<file path="src/cssk_pkg.sv">
// shared types, constants and the sequencer program for the cube slice keystream block
`default_nettype none
package cssk_pkg;

	localparam int DEF_ROUNDS    = 5;
	localparam int DEF_CUBE_SIDE = 4;
	localparam int DEF_MAX_MOVES = 10;

	localparam int MOVE_W       = 6;
	localparam int MOVE_LIST_W  = 60;
	localparam int MOVE_COUNT_W = 4;
	localparam int CFG_ADDR_W   = 1;
	localparam int CFG_DATA_W   = 60;

	localparam logic [CFG_ADDR_W-1:0] REG_MOVE_LIST  = 1'd0;
	localparam logic [CFG_ADDR_W-1:0] REG_MOVE_COUNT = 1'd1;

	localparam logic KIND_KEY  = 1'b0;
	localparam logic KIND_TEXT = 1'b1;

	localparam logic [1:0] AXIS_ROW   = 2'd0;
	localparam logic [1:0] AXIS_COL   = 2'd1;
	localparam logic [1:0] AXIS_LAYER = 2'd2;
	localparam logic [1:0] AXIS_SKIP  = 2'd3;

	localparam logic [1:0] DIR_CCW = 2'd0;
	localparam logic [1:0] DIR_CW  = 2'd1;

	typedef struct packed {
		logic       kind;
		logic [7:0] data_byte;
		logic       last;
	} in_item_t;

	typedef struct packed {
		logic [7:0] cipher_byte;
		logic       overflow;
		logic       end_of_message;
	} out_item_t;

	typedef enum logic [3:0] {
		ST_IDLE,
		ST_MCHK,
		ST_MSKIP,
		ST_READ,
		ST_SDRAIN,
		ST_WRITE,
		ST_MNEXT,
		ST_XOR,
		ST_XDRAIN,
		ST_DONE
	} step_t;

	typedef enum logic [2:0] {
		C_NEVER,
		C_ALWAYS,
		C_NOT_GO,
		C_MOVES_DONE,
		C_MOVE_SKIP,
		C_SLICE_MORE,
		C_CUBE_MORE,
		C_ROUNDS_LEFT
	} cond_t;

	typedef enum logic [1:0] {
		RD_NONE,
		RD_SLICE,
		RD_XOR
	} rd_kind_t;

	typedef struct packed {
		logic     busy;
		rd_kind_t rd_kind;
		logic     cube_wr;
		logic     elem_clr;
		logic     elem_inc;
		logic     move_clr;
		logic     move_inc;
		logic     round_clr;
		logic     round_inc;
	} ctl_t;

	typedef struct packed {
		ctl_t  ctl;
		cond_t cond;
		step_t target;
	} uword_t;

	typedef struct packed {
		logic moves_done;
		logic move_skip;
		logic slice_more;
		logic cube_more;
		logic rounds_left;
	} status_t;

	function automatic uword_t ucode(input step_t step);
		uword_t w;
		w = '0;
		w.ctl.busy = 1'b1;
		w.cond = C_NEVER;
		w.target = ST_IDLE;
		case (step)
			ST_IDLE: begin
				w.ctl.busy = 1'b0;
				w.ctl.elem_clr = 1'b1;
				w.ctl.move_clr = 1'b1;
				w.ctl.round_clr = 1'b1;
				w.cond = C_NOT_GO;
				w.target = ST_IDLE;
			end
			ST_MCHK: begin
				w.ctl.elem_clr = 1'b1;
				w.cond = C_MOVES_DONE;
				w.target = ST_XOR;
			end
			ST_MSKIP: begin
				w.cond = C_MOVE_SKIP;
				w.target = ST_MNEXT;
			end
			ST_READ: begin
				w.ctl.rd_kind = RD_SLICE;
				w.ctl.elem_inc = 1'b1;
				w.cond = C_SLICE_MORE;
				w.target = ST_READ;
			end
			ST_SDRAIN: begin
				w.ctl.elem_clr = 1'b1;
			end
			ST_WRITE: begin
				w.ctl.cube_wr = 1'b1;
				w.ctl.elem_inc = 1'b1;
				w.cond = C_SLICE_MORE;
				w.target = ST_WRITE;
			end
			ST_MNEXT: begin
				w.ctl.move_inc = 1'b1;
				w.ctl.elem_clr = 1'b1;
				w.cond = C_ALWAYS;
				w.target = ST_MCHK;
			end
			ST_XOR: begin
				w.ctl.rd_kind = RD_XOR;
				w.ctl.elem_inc = 1'b1;
				w.cond = C_CUBE_MORE;
				w.target = ST_XOR;
			end
			ST_XDRAIN: begin
				w.ctl.round_inc = 1'b1;
				w.ctl.move_clr = 1'b1;
				w.ctl.elem_clr = 1'b1;
				w.cond = C_ROUNDS_LEFT;
				w.target = ST_MCHK;
			end
			ST_DONE: begin
				w.cond = C_ALWAYS;
				w.target = ST_IDLE;
			end
			default: begin
				w.ctl.busy = 1'b0;
				w.cond = C_ALWAYS;
				w.target = ST_IDLE;
			end
		endcase
		return w;
	endfunction

endpackage
`default_nettype wire

</file>
<file path="src/cssk_seq.sv">
// microcode sequencer: step counter, program table lookup and conditional jumps
`default_nettype none
module cssk_seq (
	input  wire logic              clk,
	input  wire logic              arst_n,
	input  wire logic              go,
	input  wire cssk_pkg::status_t status,
	output cssk_pkg::ctl_t         ctl
);

	cssk_pkg::step_t  pc_q;
	cssk_pkg::step_t  pc_next;
	cssk_pkg::uword_t uw;
	logic             take;

	assign uw = cssk_pkg::ucode(pc_q);

	always_comb begin
		case (uw.cond)
			cssk_pkg::C_NEVER:       take = 1'b0;
			cssk_pkg::C_ALWAYS:      take = 1'b1;
			cssk_pkg::C_NOT_GO:      take = !go;
			cssk_pkg::C_MOVES_DONE:  take = status.moves_done;
			cssk_pkg::C_MOVE_SKIP:   take = status.move_skip;
			cssk_pkg::C_SLICE_MORE:  take = status.slice_more;
			cssk_pkg::C_CUBE_MORE:   take = status.cube_more;
			cssk_pkg::C_ROUNDS_LEFT: take = status.rounds_left;
			default:                 take = 1'b0;
		endcase
		pc_next = take ? uw.target : cssk_pkg::step_t'(4'(pc_q) + 4'd1);
	end

	always_comb begin
		ctl = uw.ctl;
	end

	always_ff @(posedge clk or negedge arst_n) begin
		if (!arst_n) begin
			pc_q <= cssk_pkg::ST_IDLE;
		end else begin
			pc_q <= pc_next;
		end
	end

endmodule
`default_nettype wire

</file>
<file path="src/cssk_datapath.sv">
// cube memory, slice buffer, keystream memory and the loop counters they use
`default_nettype none
module cssk_datapath #(
	parameter int CUBE_SIDE = cssk_pkg::DEF_CUBE_SIDE,
	parameter int ROUNDS    = cssk_pkg::DEF_ROUNDS,
	parameter int MAX_MOVES = cssk_pkg::DEF_MAX_MOVES
) (
	input  wire logic                                            clk,
	input  wire logic                                            arst_n,
	input  wire cssk_pkg::ctl_t                                  ctl,
	input  wire logic [cssk_pkg::MOVE_LIST_W-1:0]                move_list,
	input  wire logic [cssk_pkg::MOVE_COUNT_W-1:0]               move_count,
	input  wire logic                                            key_we,
	input  wire logic [$clog2(CUBE_SIDE*CUBE_SIDE*CUBE_SIDE)-1:0] key_addr,
	input  wire logic [7:0]                                      key_data,
	input  wire logic [$clog2(CUBE_SIDE*CUBE_SIDE*CUBE_SIDE)-1:0] text_addr,
	output cssk_pkg::status_t                                    status,
	output logic [7:0]                                           ks_rdata
);

	localparam int N2     = CUBE_SIDE * CUBE_SIDE;
	localparam int N3     = N2 * CUBE_SIDE;
	localparam int CW     = $clog2(CUBE_SIDE);
	localparam int SL_W   = $clog2(N2);
	localparam int ELEM_W = $clog2(N3);
	localparam int MCNT_W = $clog2(MAX_MOVES + 1);
	localparam int RND_W  = $clog2(ROUNDS + 1);

	localparam logic [CW-1:0]     SIDE_M1 = CW'(CUBE_SIDE - 1);
	localparam logic [ELEM_W-1:0] SIDE_E  = ELEM_W'(CUBE_SIDE);
	localparam logic [SL_W-1:0]   SIDE_S  = SL_W'(CUBE_SIDE);

	logic [CW-1:0]     r_q, c_q;
	logic [ELEM_W-1:0] p_q;
	logic [MCNT_W-1:0] move_q;
	logic [RND_W-1:0]  round_q;

	cssk_pkg::rd_kind_t rd_kind_s1;
	logic [SL_W-1:0]    slice_addr_s1;
	logic [ELEM_W-1:0]  p_s1;

	logic [7:0] cube_mem [N3];
	logic [7:0] ks_mem [N3];
	logic [7:0] slice_buf [N2];
	logic [7:0] cube_rdata_q;
	logic [7:0] ks_rdata_q;

	logic [cssk_pkg::MOVE_W-1:0]       cur_move;
	logic [1:0]                        axis, slc, dir;
	logic [cssk_pkg::MOVE_COUNT_W-1:0] count_eff;
	logic [ELEM_W-1:0]                 cur_idx;
	logic [CW-1:0]                     src_i, src_j;
	logic [SL_W-1:0]                   src_addr, dst_addr;
	logic                              cube_we;
	logic [ELEM_W-1:0]                 cube_waddr, cube_raddr, ks_raddr;
	logic [7:0]                        cube_wdata, ks_wdata;
	logic                              ks_we;

	function automatic logic [ELEM_W-1:0] cube_idx(input logic [1:0] ax,
		input logic [CW-1:0] s, input logic [CW-1:0] i, input logic [CW-1:0] j);
		logic [ELEM_W-1:0] a, b, d;
		case (ax)
			cssk_pkg::AXIS_ROW: begin
				a = ELEM_W'(s);
				b = ELEM_W'(i);
				d = ELEM_W'(j);
			end
			cssk_pkg::AXIS_COL: begin
				a = ELEM_W'(i);
				b = ELEM_W'(s);
				d = ELEM_W'(j);
			end
			default: begin
				a = ELEM_W'(i);
				b = ELEM_W'(j);
				d = ELEM_W'(s);
			end
		endcase
		return (a * SIDE_E + b) * SIDE_E + d;
	endfunction

	assign cur_move = cssk_pkg::MOVE_W'(move_list >> (cssk_pkg::MOVE_W * move_q));
	assign axis = cur_move[5:4];
	assign slc  = cur_move[3:2];
	assign dir  = cur_move[1:0];

	assign count_eff = (move_count > cssk_pkg::MOVE_COUNT_W'(MAX_MOVES))
		? cssk_pkg::MOVE_COUNT_W'(MAX_MOVES) : move_count;

	assign status.moves_done  = cssk_pkg::MOVE_COUNT_W'(move_q) >= count_eff;
	assign status.move_skip   = (axis == cssk_pkg::AXIS_SKIP) || ({1'b0, slc} >= 3'(CUBE_SIDE));
	assign status.slice_more  = !((r_q == SIDE_M1) && (c_q == SIDE_M1));
	assign status.cube_more   = p_q != ELEM_W'(N3 - 1);
	assign status.rounds_left = round_q != RND_W'(ROUNDS - 1);

	assign cur_idx = cube_idx(axis, CW'(slc), r_q, c_q);

	// rotated source inside the slice
	always_comb begin
		case (dir)
			cssk_pkg::DIR_CW: begin
				src_i = c_q;
				src_j = SIDE_M1 - r_q;
			end
			cssk_pkg::DIR_CCW: begin
				src_i = SIDE_M1 - c_q;
				src_j = r_q;
			end
			default: begin
				src_i = c_q;
				src_j = r_q;
			end
		endcase
	end

	assign src_addr = SL_W'(src_i) * SIDE_S + SL_W'(src_j);
	assign dst_addr = SL_W'(r_q) * SIDE_S + SL_W'(c_q);

	assign cube_we    = key_we | ctl.cube_wr;
	assign cube_waddr = key_we ? key_addr : cur_idx;
	assign cube_wdata = key_we ? key_data : slice_buf[src_addr];
	assign cube_raddr = (ctl.rd_kind == cssk_pkg::RD_XOR) ? p_q : cur_idx;

	assign ks_we    = rd_kind_s1 == cssk_pkg::RD_XOR;
	assign ks_wdata = ((round_q == '0) ? 8'h00 : ks_rdata_q) ^ cube_rdata_q;
	assign ks_raddr = ctl.busy ? p_q : text_addr;
	assign ks_rdata = ks_rdata_q;

	always_ff @(posedge clk) begin
		if (cube_we) begin
			cube_mem[cube_waddr] <= cube_wdata;
		end
		cube_rdata_q <= cube_mem[cube_raddr];
	end

	always_ff @(posedge clk) begin
		if (ks_we) begin
			ks_mem[p_s1] <= ks_wdata;
		end
		ks_rdata_q <= ks_mem[ks_raddr];
	end

	always_ff @(posedge clk) begin
		if (rd_kind_s1 == cssk_pkg::RD_SLICE) begin
			slice_buf[slice_addr_s1] <= cube_rdata_q;
		end
	end

	always_ff @(posedge clk) begin
		slice_addr_s1 <= dst_addr;
		p_s1 <= p_q;
	end

	always_ff @(posedge clk or negedge arst_n) begin
		if (!arst_n) begin
			r_q <= '0;
			c_q <= '0;
			p_q <= '0;
			move_q <= '0;
			round_q <= '0;
			rd_kind_s1 <= cssk_pkg::RD_NONE;
		end else begin
			rd_kind_s1 <= ctl.rd_kind;
			if (ctl.elem_clr) begin
				r_q <= '0;
				c_q <= '0;
				p_q <= '0;
			end else if (ctl.elem_inc) begin
				p_q <= p_q + 1'b1;
				if (c_q == SIDE_M1) begin
					c_q <= '0;
					r_q <= r_q + 1'b1;
				end else begin
					c_q <= c_q + 1'b1;
				end
			end
			if (ctl.move_clr) begin
				move_q <= '0;
			end else if (ctl.move_inc) begin
				move_q <= move_q + 1'b1;
			end
			if (ctl.round_clr) begin
				round_q <= '0;
			end else if (ctl.round_inc) begin
				round_q <= round_q + 1'b1;
			end
		end
	end

endmodule
`default_nettype wire

</file>
<file path="src/cube_slice_rotation_keystream_xor.sv">
// top level of the cube slice rotation keystream cipher
`default_nettype none
// Key bytes (kind 0) and plaintext bytes (kind 1) are taken one per cycle while busy is low;
// each plaintext byte gives one result, shown with result_valid for one cycle in the cycle
// after its transfer, and the receiver cannot hold it off. The key byte marked last starts
// keystream generation, run by the microcode sequencer over the cube memory, which has a
// single read and a single write port; busy stays high until it is done. Moves with the
// skip axis or a slice out of range are skipped without touching the cube. Configuration
// writes must be made while idle.
module cube_slice_rotation_keystream_xor #(
	parameter int ROUNDS    = cssk_pkg::DEF_ROUNDS,
	parameter int CUBE_SIDE = cssk_pkg::DEF_CUBE_SIDE,
	parameter int MAX_MOVES = cssk_pkg::DEF_MAX_MOVES
) (
	input  wire logic                              clk,
	input  wire logic                              arst_n,
	input  wire logic                              start,
	output logic                                   busy,
	input  wire cssk_pkg::in_item_t                item,
	output logic                                   result_valid,
	output cssk_pkg::out_item_t                    result,
	input  wire logic                              cfg_we,
	input  wire logic [cssk_pkg::CFG_ADDR_W-1:0]   cfg_addr,
	input  wire logic [cssk_pkg::CFG_DATA_W-1:0]   cfg_wdata
);

	localparam int N3     = CUBE_SIDE * CUBE_SIDE * CUBE_SIDE;
	localparam int ELEM_W = $clog2(N3);
	localparam int POS_W  = $clog2(N3 + 1);

	logic [cssk_pkg::MOVE_LIST_W-1:0]  move_list_q;
	logic [cssk_pkg::MOVE_COUNT_W-1:0] move_count_q;
	logic [POS_W-1:0]                  key_pos_q, text_pos_q;
	logic                              ks_valid_q;
	logic                              res_valid_s1, ovf_s1, eom_s1;
	logic [7:0]                        byte_s1;

	cssk_pkg::ctl_t    ctl;
	cssk_pkg::status_t status;
	logic              accept, key_acc, text_acc, go, key_room, text_room;
	logic [7:0]        ks_rdata;

	assign accept    = start && !busy;
	assign key_acc   = accept && (item.kind == cssk_pkg::KIND_KEY);
	assign text_acc  = accept && (item.kind == cssk_pkg::KIND_TEXT);
	assign go        = key_acc && item.last;
	assign key_room  = key_pos_q < POS_W'(N3);
	assign text_room = text_pos_q < POS_W'(N3);
	assign busy      = ctl.busy;

	cssk_seq u_seq (
		.clk    (clk),
		.arst_n (arst_n),
		.go     (go),
		.status (status),
		.ctl    (ctl)
	);

	cssk_datapath #(
		.CUBE_SIDE (CUBE_SIDE),
		.ROUNDS    (ROUNDS),
		.MAX_MOVES (MAX_MOVES)
	) u_datapath (
		.clk        (clk),
		.arst_n     (arst_n),
		.ctl        (ctl),
		.move_list  (move_list_q),
		.move_count (move_count_q),
		.key_we     (key_acc && key_room),
		.key_addr   (key_pos_q[ELEM_W-1:0]),
		.key_data   (item.data_byte),
		.text_addr  (text_pos_q[ELEM_W-1:0]),
		.status     (status),
		.ks_rdata   (ks_rdata)
	);

	always_ff @(posedge clk or negedge arst_n) begin
		if (!arst_n) begin
			move_list_q <= '0;
			move_count_q <= '0;
		end else if (cfg_we) begin
			case (cfg_addr)
				cssk_pkg::REG_MOVE_LIST:  move_list_q <= cfg_wdata[cssk_pkg::MOVE_LIST_W-1:0];
				cssk_pkg::REG_MOVE_COUNT: move_count_q <= cfg_wdata[cssk_pkg::MOVE_COUNT_W-1:0];
				default: ;
			endcase
		end
	end

	always_ff @(posedge clk or negedge arst_n) begin
		if (!arst_n) begin
			key_pos_q <= '0;
			text_pos_q <= '0;
			ks_valid_q <= 1'b0;
			res_valid_s1 <= 1'b0;
		end else begin
			res_valid_s1 <= text_acc;
			if (go) begin
				key_pos_q <= '0;
				text_pos_q <= '0;
				ks_valid_q <= 1'b1;
			end else if (key_acc && key_room) begin
				key_pos_q <= key_pos_q + 1'b1;
			end
			if (text_acc) begin
				if (item.last) begin
					text_pos_q <= '0;
				end else if (text_room) begin
					text_pos_q <= text_pos_q + 1'b1;
				end
			end
		end
	end

	always_ff @(posedge clk) begin
		if (text_acc) begin
			byte_s1 <= item.data_byte;
			ovf_s1 <= !text_room;
			eom_s1 <= item.last;
		end
	end

	always_comb begin
		result.cipher_byte = ovf_s1 ? 8'h00 : (byte_s1 ^ (ks_valid_q ? ks_rdata : 8'h00));
		result.overflow = ovf_s1;
		result.end_of_message = eom_s1;
	end

	assign result_valid = res_valid_s1;

	a_result_follows_text: assert property (@(posedge clk) disable iff (!arst_n)
		result_valid |-> $past(text_acc))
		else $error("result without a plaintext transfer");

	a_go_sets_busy: assert property (@(posedge clk) disable iff (!arst_n)
		go |=> busy)
		else $error("keystream generation did not start");

	a_no_result_while_busy: assert property (@(posedge clk) disable iff (!arst_n)
		busy |-> !result_valid)
		else $error("result during keystream generation");

	a_text_pos_bound: assert property (@(posedge clk) disable iff (!arst_n)
		text_pos_q <= POS_W'(N3) && key_pos_q <= POS_W'(N3))
		else $error("position counter past the cube size");

endmodule
`default_nettype wire
</file>
<file path="config.mk">
export PLATFORM = sky130hd
export DESIGN_NAME = cube_slice_rotation_keystream_xor
export DESIGN_NICKNAME = d
export VERILOG_FILES = /design/src/cssk_pkg.sv /design/src/cssk_seq.sv /design/src/cssk_datapath.sv /design/src/cube_slice_rotation_keystream_xor.sv
export SDC_FILE = /design/constraint.sdc
export NUM_CORES = 2
export LEC_CHECK = 0
export BUFFER_PORTS_ARGS = -buffer_cell sky130_fd_sc_hd__buf_2
export CORE_ASPECT_RATIO = 1.5
export CORE_MARGIN = 4
export CORE_UTILIZATION = 40
export CTS_CLUSTER_SIZE = 40
export DETAILED_ROUTE_END_ITERATION = 16
export SYNTH_ARGS = -nofsm -noshare
export SYNTH_HDL_FRONTEND = slang
export SYNTH_SLANG_ARGS = --single-unit
</file>
<file path="constraint.sdc">
create_clock -name clk -period 5.69 [get_ports clk]
set_input_delay 1.138 -clock clk [delete_from_list [all_inputs] [get_ports clk]]
set_output_delay 1.138 -clock clk [all_outputs]
set_load 0.02 [all_outputs]
</file>
Word-level counts from Yosys, hierarchy flattened:

Memory sizes are Yosys's and may differ from the RTL's. A register that Yosys moved wholly into a read port is not among the register bits.
Index checks and enable logic that the tools add are counted.

* bits in registers: 123
* RAM bits: 1152
* bits of input ports: 75
* output and inout port bits: 12
* word-level logic and storage cells: 149
* memories: 3

Memories
* u_datapath.cube_mem: words 64, bits a word 8, rd ports 1, clocked after Yosys merged registers in 1, wr ports 1, line cssk_datapath.sv:42 `logic [7:0] cube_mem [N3];`
* u_datapath.ks_mem: words 64, bits a word 8, rd ports 1, clocked after Yosys merged registers in 1, wr ports 1, line cssk_datapath.sv:43 `logic [7:0] ks_mem [N3];`
* u_datapath.slice_buf: words 16, bits a word 8, rd ports 1, clocked after Yosys merged registers in 0, wr ports 1, line cssk_datapath.sv:44 `logic [7:0] slice_buf [N2];`

* add/sub/neg operators: 14
* multiply operators: 1
* $lt $le $gt $ge: 4
* equality and inequality tests: 26
* shift-type cells: 1
* muxes and demuxes: 49
* bitwise operators: 5
* reduce and logical (&&, ||, !) cells: 28

Operators by type and width (number)
* $pmux 7 s9: 1
* $shr 60x7->6: 1
* $mux 7: 6
* $mux 8: 4
* $mux 6: 5
* $mux 2: 10
* $eq 4x3->1 const B: 4
* $mux 4: 4
* $xor 8x8->8: 2
* $add 7x1->7 const B: 2
* $lt 7x7->1 const B: 2
* $mux 1: 14
* $add 4x2->4: 3
* $eq 3x3->1 const B: 4
* $eq 2x2->1 const B: 5
* $reduce_bool 2->1: 5
* $reduce_or 9->1: 1
* $add 4x1->4 const B: 2
* $eq 4x2->1 const B: 2
* $eq 4x4->1 const B: 2
* $pmux 1 s8: 1
* $pmux 2 s2: 2
* $add 6x1->6 const B: 1
* $add 6x2->6: 1
* other kinds (24): 44

Logic depth before layout (Yosys ltp):

* depth after elaboration: 11
* mapped depth: 15
* depth with buffers taken out: 13

Modules after synthesis:

Synthesis repeated with hierarchy kept, for this count alone.

* cell total of the unflattened synthesis: 3121
* area, all modules: 52372.7 sq um

Modules (own cells, without submodules)
* cssk_datapath: instances 1, cells each 2785, area an instance 48121.2 sq um
* cube_slice_rotation_keystream_xor: instances 1, cells each 255, area an instance 3647.2 sq um
* cssk_seq: instances 1, cells each 81, area an instance 604.3 sq um

Least setup slack after synthesis:

No wires, ideal clock.

* path type: register to register
* start point: register u_datapath.move_q[0]
* end point: memory u_datapath.cube_mem[0][5] (data pin)
* setup time: 0.555 ns
* data arrival time: 4.623 ns
* path slack: 0.512 ns
* cell stages (with the launch flop): 14
* cells stage by stage: dfrtp_1 -> buf_6 -> buf_8 -> mux4_2 -> mux2i_1 -> o22ai_1 -> nor2b_1 -> clkbuf_1 -> xnor2_2 -> clkbuf_1 -> nand2_1 -> a32oi_1 -> a22oi_1 -> o2111ai_1

* cells in the longest elaborated chain, start to end: 7
* elaborated cells on any way between the ends: 9
* classes of those cells: add/sub (1); mul (1); eq/ne (1); shift (1); mux (3); reduce/logical (1); memory (1)

Ends and longest elaborated chain
* start: declaration: line cssk_datapath.sv:35 `logic [MCNT_W-1:0] move_q;`
* start signal: assignment: line cssk_datapath.sv:180 `move_q <= move_q + 1'b1;`
* $mul 2x4->6 *: line cssk_datapath.sv:82 `assign cur_move = cssk_pkg::MOVE_W'(move_list >> (cssk_pkg::MOVE_W * move_q));`
* $shr 60x7->6 *: line cssk_datapath.sv:82
* $eq 2x1->1 / $logic_not 2->1 (equally long branches): line cssk_datapath.sv:100 `case (dir)`
* $mux 2: line cssk_datapath.sv:100
* $add 4x2->4 *: line cssk_datapath.sv:116 `assign src_addr = SL_W'(src_i) * SIDE_S + SL_W'(src_j);`
* $mem_v2 16x8 *
* $mux 8 *: line cssk_datapath.sv:121 `assign cube_wdata = key_we ? key_data : slice_buf[src_addr];`
* named net u_datapath.cube_wdata[5]: line cssk_datapath.sv:56 `logic [7:0] cube_wdata, ks_wdata;`
* end: declaration: line cssk_datapath.sv:42

The timed path passes the listed nets; every way through them passes the cells marked *.

Worst setup path after layout:

* start point: register u_datapath.move_q[0]
* end point: register u_datapath.cube_rdata_q[2], read port of u_datapath.cube_mem

* cells in the longest elaborated chain, start to end: 7
* elaborated cells on any way between the ends: 11
* classes of those cells: add/sub (2); mul (1); eq/ne (1); shift (1); mux (4); reduce/logical (2)

Ends and longest elaborated chain
* $mul 2x4->6 *: line cssk_datapath.sv:82
* $shr 60x7->6 *: line cssk_datapath.sv:82
* $eq 2x1->1 / $logic_not 2->1 (equally long branches): line cssk_datapath.sv:62 `case (ax)`
* $pmux 2 s2 (tied with other cells): line cssk_datapath.sv:62
* $add 4x2->4 / $mux 2 (equally long branches): line cssk_datapath.sv:79, cssk_datapath.sv:62
* $add 6x2->6 *: line cssk_datapath.sv:79 `return (a * SIDE_E + b) * SIDE_E + d;`
* $mux 6 *: line cssk_datapath.sv:122 `assign cube_raddr = (ctl.rd_kind == cssk_pkg::RD_XOR) ? p_q : cur_idx;`
* end: declaration: line cssk_datapath.sv:45 `logic [7:0] cube_rdata_q;`

Mark *: on every way between the ends. The rest lies on a longest branch, timed or not.
A chain may end at the register's enable or synchronous reset.

==> flow_summary.toml <==
[sta]
slew_viol_final = 0
setup_viol = 0
max_slew.worst_pin.slew_ps = 1100
slew_headroom_pct = 26.6
fin_hold_ws_ps = 503
min_period_ps = 4830
grt_setup_unrepaired = "no"
period_share_pct = 84.8
setup_tns_ps = 0
fin_ws_ps = 862
max_freq_ghz = 0.207
hold_violations = 0
clock_skew_ps = 54.3

[yosys]
synth_top_cell_area_share_pct = 66.8
synthSimpleGateAreaFrac_pct = 8.14
ys_seq_area_share_pct = 72.8
synth_cells = 3321
avgSynthCellArea_sq_um = 15.7
syn_area_sq_mm = 0.0522
synth_top_family_by_area = "multiplexers"
synth_fa_ha_area_share_pct = 0.383
ys_types = 65
synth-main-ff-cell = "edfxtp_1"
async_flop_share_pct = 7.98
syn_nets = 3412
synth_warnings = 0
synth_compound_area_share_pct = 6.95
synth-edff-count = 1162
synthXorXnorAreaFrac_pct = 0.568
synth.area.mux_share_pct = 9.31
synthTopCellsByArea = "edfxtp_1 (67%), mux4_2 (6.7%), dfrtp_1 (4.9%), nand2_1 (3.4%), a211oi_1 (1.9%)"
synth_area_leader_cell = "edfxtp_1"
ys_seq_elements = 1291

[grt]
grt_use_met1_pct = 24.0
gr-usage-met3_pct = 3.13
grt.busiest_layer = "met2"
grt_pass1_wl_um = 197000
grt_pass1_vias = 29900
antenna_found_initial = 3
grt.total_usage_pct = 19.3
use_met2_pct = 33.6
grt_start_max_net_pins = 99
overflow = 0

[pwr]
p_int_mw = 23.9
p_leak_nw = 19.8
peakVddDrop_v = 0.00105
p_sw_mw = 15.5
clockPowerShare_pct = 21.2
p_sw_share_pct = 39.3
p_seq_share_pct = 36.2
pwr-share-comb_pct = 42.6
fin_total_pwr_mw = 39.4
cellPowerDensity_mw_per_mm2 = 663

[clock_network]
htreeDepth = 3
cts_buffer_depth = 3
ctsRootBufferMaster = "clkbuf_16"
cts_hold_buf = 0
clk_pin_slew_ps = 60
clk_latency_ps = 750
cts_resized = 0
cts_tree = "done"
cts_buffers = 120
cts_sinks = 1291
post_cts_buffers = 0

[floorplan]
fp.dieArea_sq_mm = 0.137
start_util_pct = 40.2
core.rowCount = 162
die_w_um = 303
die_y_um = 451
core_area_sq_mm = 0.130
num_io_pins = 87

[finish]
final_cell_mix = "edfxtp_1 (1162), nand2_1 (472), nor2_1 (194)"
final_common_cell = "edfxtp_1"
post-route-util_pct = 45.7
n_antenna_cell = 0
drive_above_1_share_pct = 18.5
layout.cells.non_filler = 5256
stdcell_area_sq_mm = 0.0593
syn2layout_area_growth_pct = 13.6
fill_cells = 11200
nNetsFinal = 3518

[route]
drc = 0
drtAntennaViolNets = 0
drt_iter0_drc = 2645
via_per_inst = 5.69
route.vias.total = 29900
routedWlPerCell_um = 25.4
drt_wl_total_um = 134000
drtPass1Iterations = 6

[worst_setup_path]
timing.rr.start = "u_datapath.move_q[0]$_DFFE_PN0P_"
arrival_ps = 5510
startpoint_type = "flop"
cp_max_fo = 53
r2r-end = "u_datapath.cube_rdata_q[2]$_DFF_P_"
r2r_cells = 13
rrSetupSlack_ps = 860
end_kind = "flop"
worstSetupPathType = "flop to flop"
cp.required_ps = 6370

[outcome]
outcome = "finished clean"

[min_path]
hp-class = "flop to flop"
min_path_cells = 1
holdCritStartpoint = "move_list_q[26]$_DFFE_PN0P_"
hold_end = "move_list_q[26]$_DFFE_PN0P_"

[placement]
place_hpwl_um = 84000
place_area_sq_mm = 0.0552
pre_cts_ws_ps = 813
gp_congestion = 0.813
dp_cells = 5026
port_buffers = 86

[flow_run]
cap_violations = 0
## cells by family (layout without fill, tap and decap cells)
kind of cell | count (synthesis) | count (layout)
flip-flops | 1291 | 1291
AND/OR/NAND/NOR | 958 | 958
AO/OA/AOI/OAI | 519 | 519
multiplexers | 280 | 280
buffers and inverters | 224 | 437
XOR/XNOR | 33 | 33
adder cells (fa/ha/maj) | 16 | 16
## worst max path at each step
stage / cells past startpoint / start / endpoint
3_5_place_dp: 13 / u_datapath.move_q[0]$_DFFE_PN0P_ / u_datapath.cube_rdata_q[3]$_DFF_P_
2_1_floorplan: 13 / u_datapath.move_q[0]$_DFFE_PN0P_ / u_datapath.cube_mem[0][5]$_DFFE_PP_
5_1_grt: 13 / u_datapath.move_q[0]$_DFFE_PN0P_ / u_datapath.cube_rdata_q[2]$_DFF_P_
4_1_cts: 13 / u_datapath.move_q[0]$_DFFE_PN0P_ / u_datapath.cube_rdata_q[3]$_DFF_P_
3_3_place_gp: 13 / u_datapath.move_q[0]$_DFFE_PN0P_ / u_datapath.cube_rdata_q[3]$_DFF_P_
6_report: 13 / u_datapath.move_q[0]$_DFFE_PN0P_ / u_datapath.cube_rdata_q[2]$_DFF_P_
## per-layer routing
metal / vias to the layer above / part of all wire (%)
li1: 13200 / -
met5: - / 0.020
met2: 1053 / 52
met3: 264 / 6.0
met1: 15400 / 38
met4: 4 / 4.0
## cell usage after synthesis, types with 18 or more instances
cell type  count
a211oi_1     130
a221oi_1      23
buf_2         60
dfxtp_1       26
a21oi_1       68
mux4_2       155
mux2_2        76
dfrtp_1      103
clkbuf_1     120
a22oi_1       34
a32oi_1       22
nand2b_1      18
nand2_1      474
and2_1        41
a31oi_1      116
nor2_1       194
o21ai_0       43
edfxtp_1    1162
nand3_1       72
and3_1        94
mux2i_1       46
a311oi_1      36
## worst max-delay path, cell delays in order, from the launching register on
cell and delay, ps:
dfrtp_1 810, buf_4 360, mux2_2 360, o21bai_1 230
o21ai_1 250, o211ai_1 190, buf_4 220, and2_4 660
buf_12 320, nand2_1 80, a311oi_1 280, a31oi_1 80
o21ai_0 540, and4_1 270
## power by group through the flow
stage / Sequential, mW / Clock [mW] / Combinational (mW)
finish: 14.2 / 8.35 / 16.8
global route: 14.3 / 8.89 / 18.0
CTS: 14.2 / 8.49 / 17.0
global placement: 14.4 / 0 / 16.7
floorplan: 14.7 / 0 / 9.92
detailed placement: 14.4 / 0 / 16.9
## flip-flops by register name (all words and copies together), names as in the netlist, 2 cells and up
name and flops:
u_seq.pc_q 4, u_datapath.cube_mem 512, u_datapath.rd_kind_s1 2, move_list_q 60, u_datapath.cube_rdata_q 8, u_datapath.r_q 2
u_datapath.c_q 2, u_datapath.ks_rdata 8, u_datapath.round_q 3, byte_s1 8, u_datapath.slice_addr_s1 4, text_pos_q 7
key_pos_q 7, u_datapath.p_q 6, u_datapath.move_q 4, move_count_q 4, u_datapath.ks_mem 512, u_datapath.p_s1 6
u_datapath.slice_buf 128
## cell type report
| cell class | instances | area, sq um | area share, % |
|---|---|---|---|
| clock inverters | 68 | 855 | 1.44 |
| well taps | 1722 | 2150 | 3.63 |
| repair buffers | 193 | 1450 | 2.44 |
| clock buffers | 161 | 3260 | 5.49 |
| multi-input cells | 1806 | 13600 | 22.9 |
| inverters | 15 | 56.3 | 0.0949 |
| flip-flops and latches | 1291 | 38000 | 64.0 |
Power figures use the tool's default switching activity.
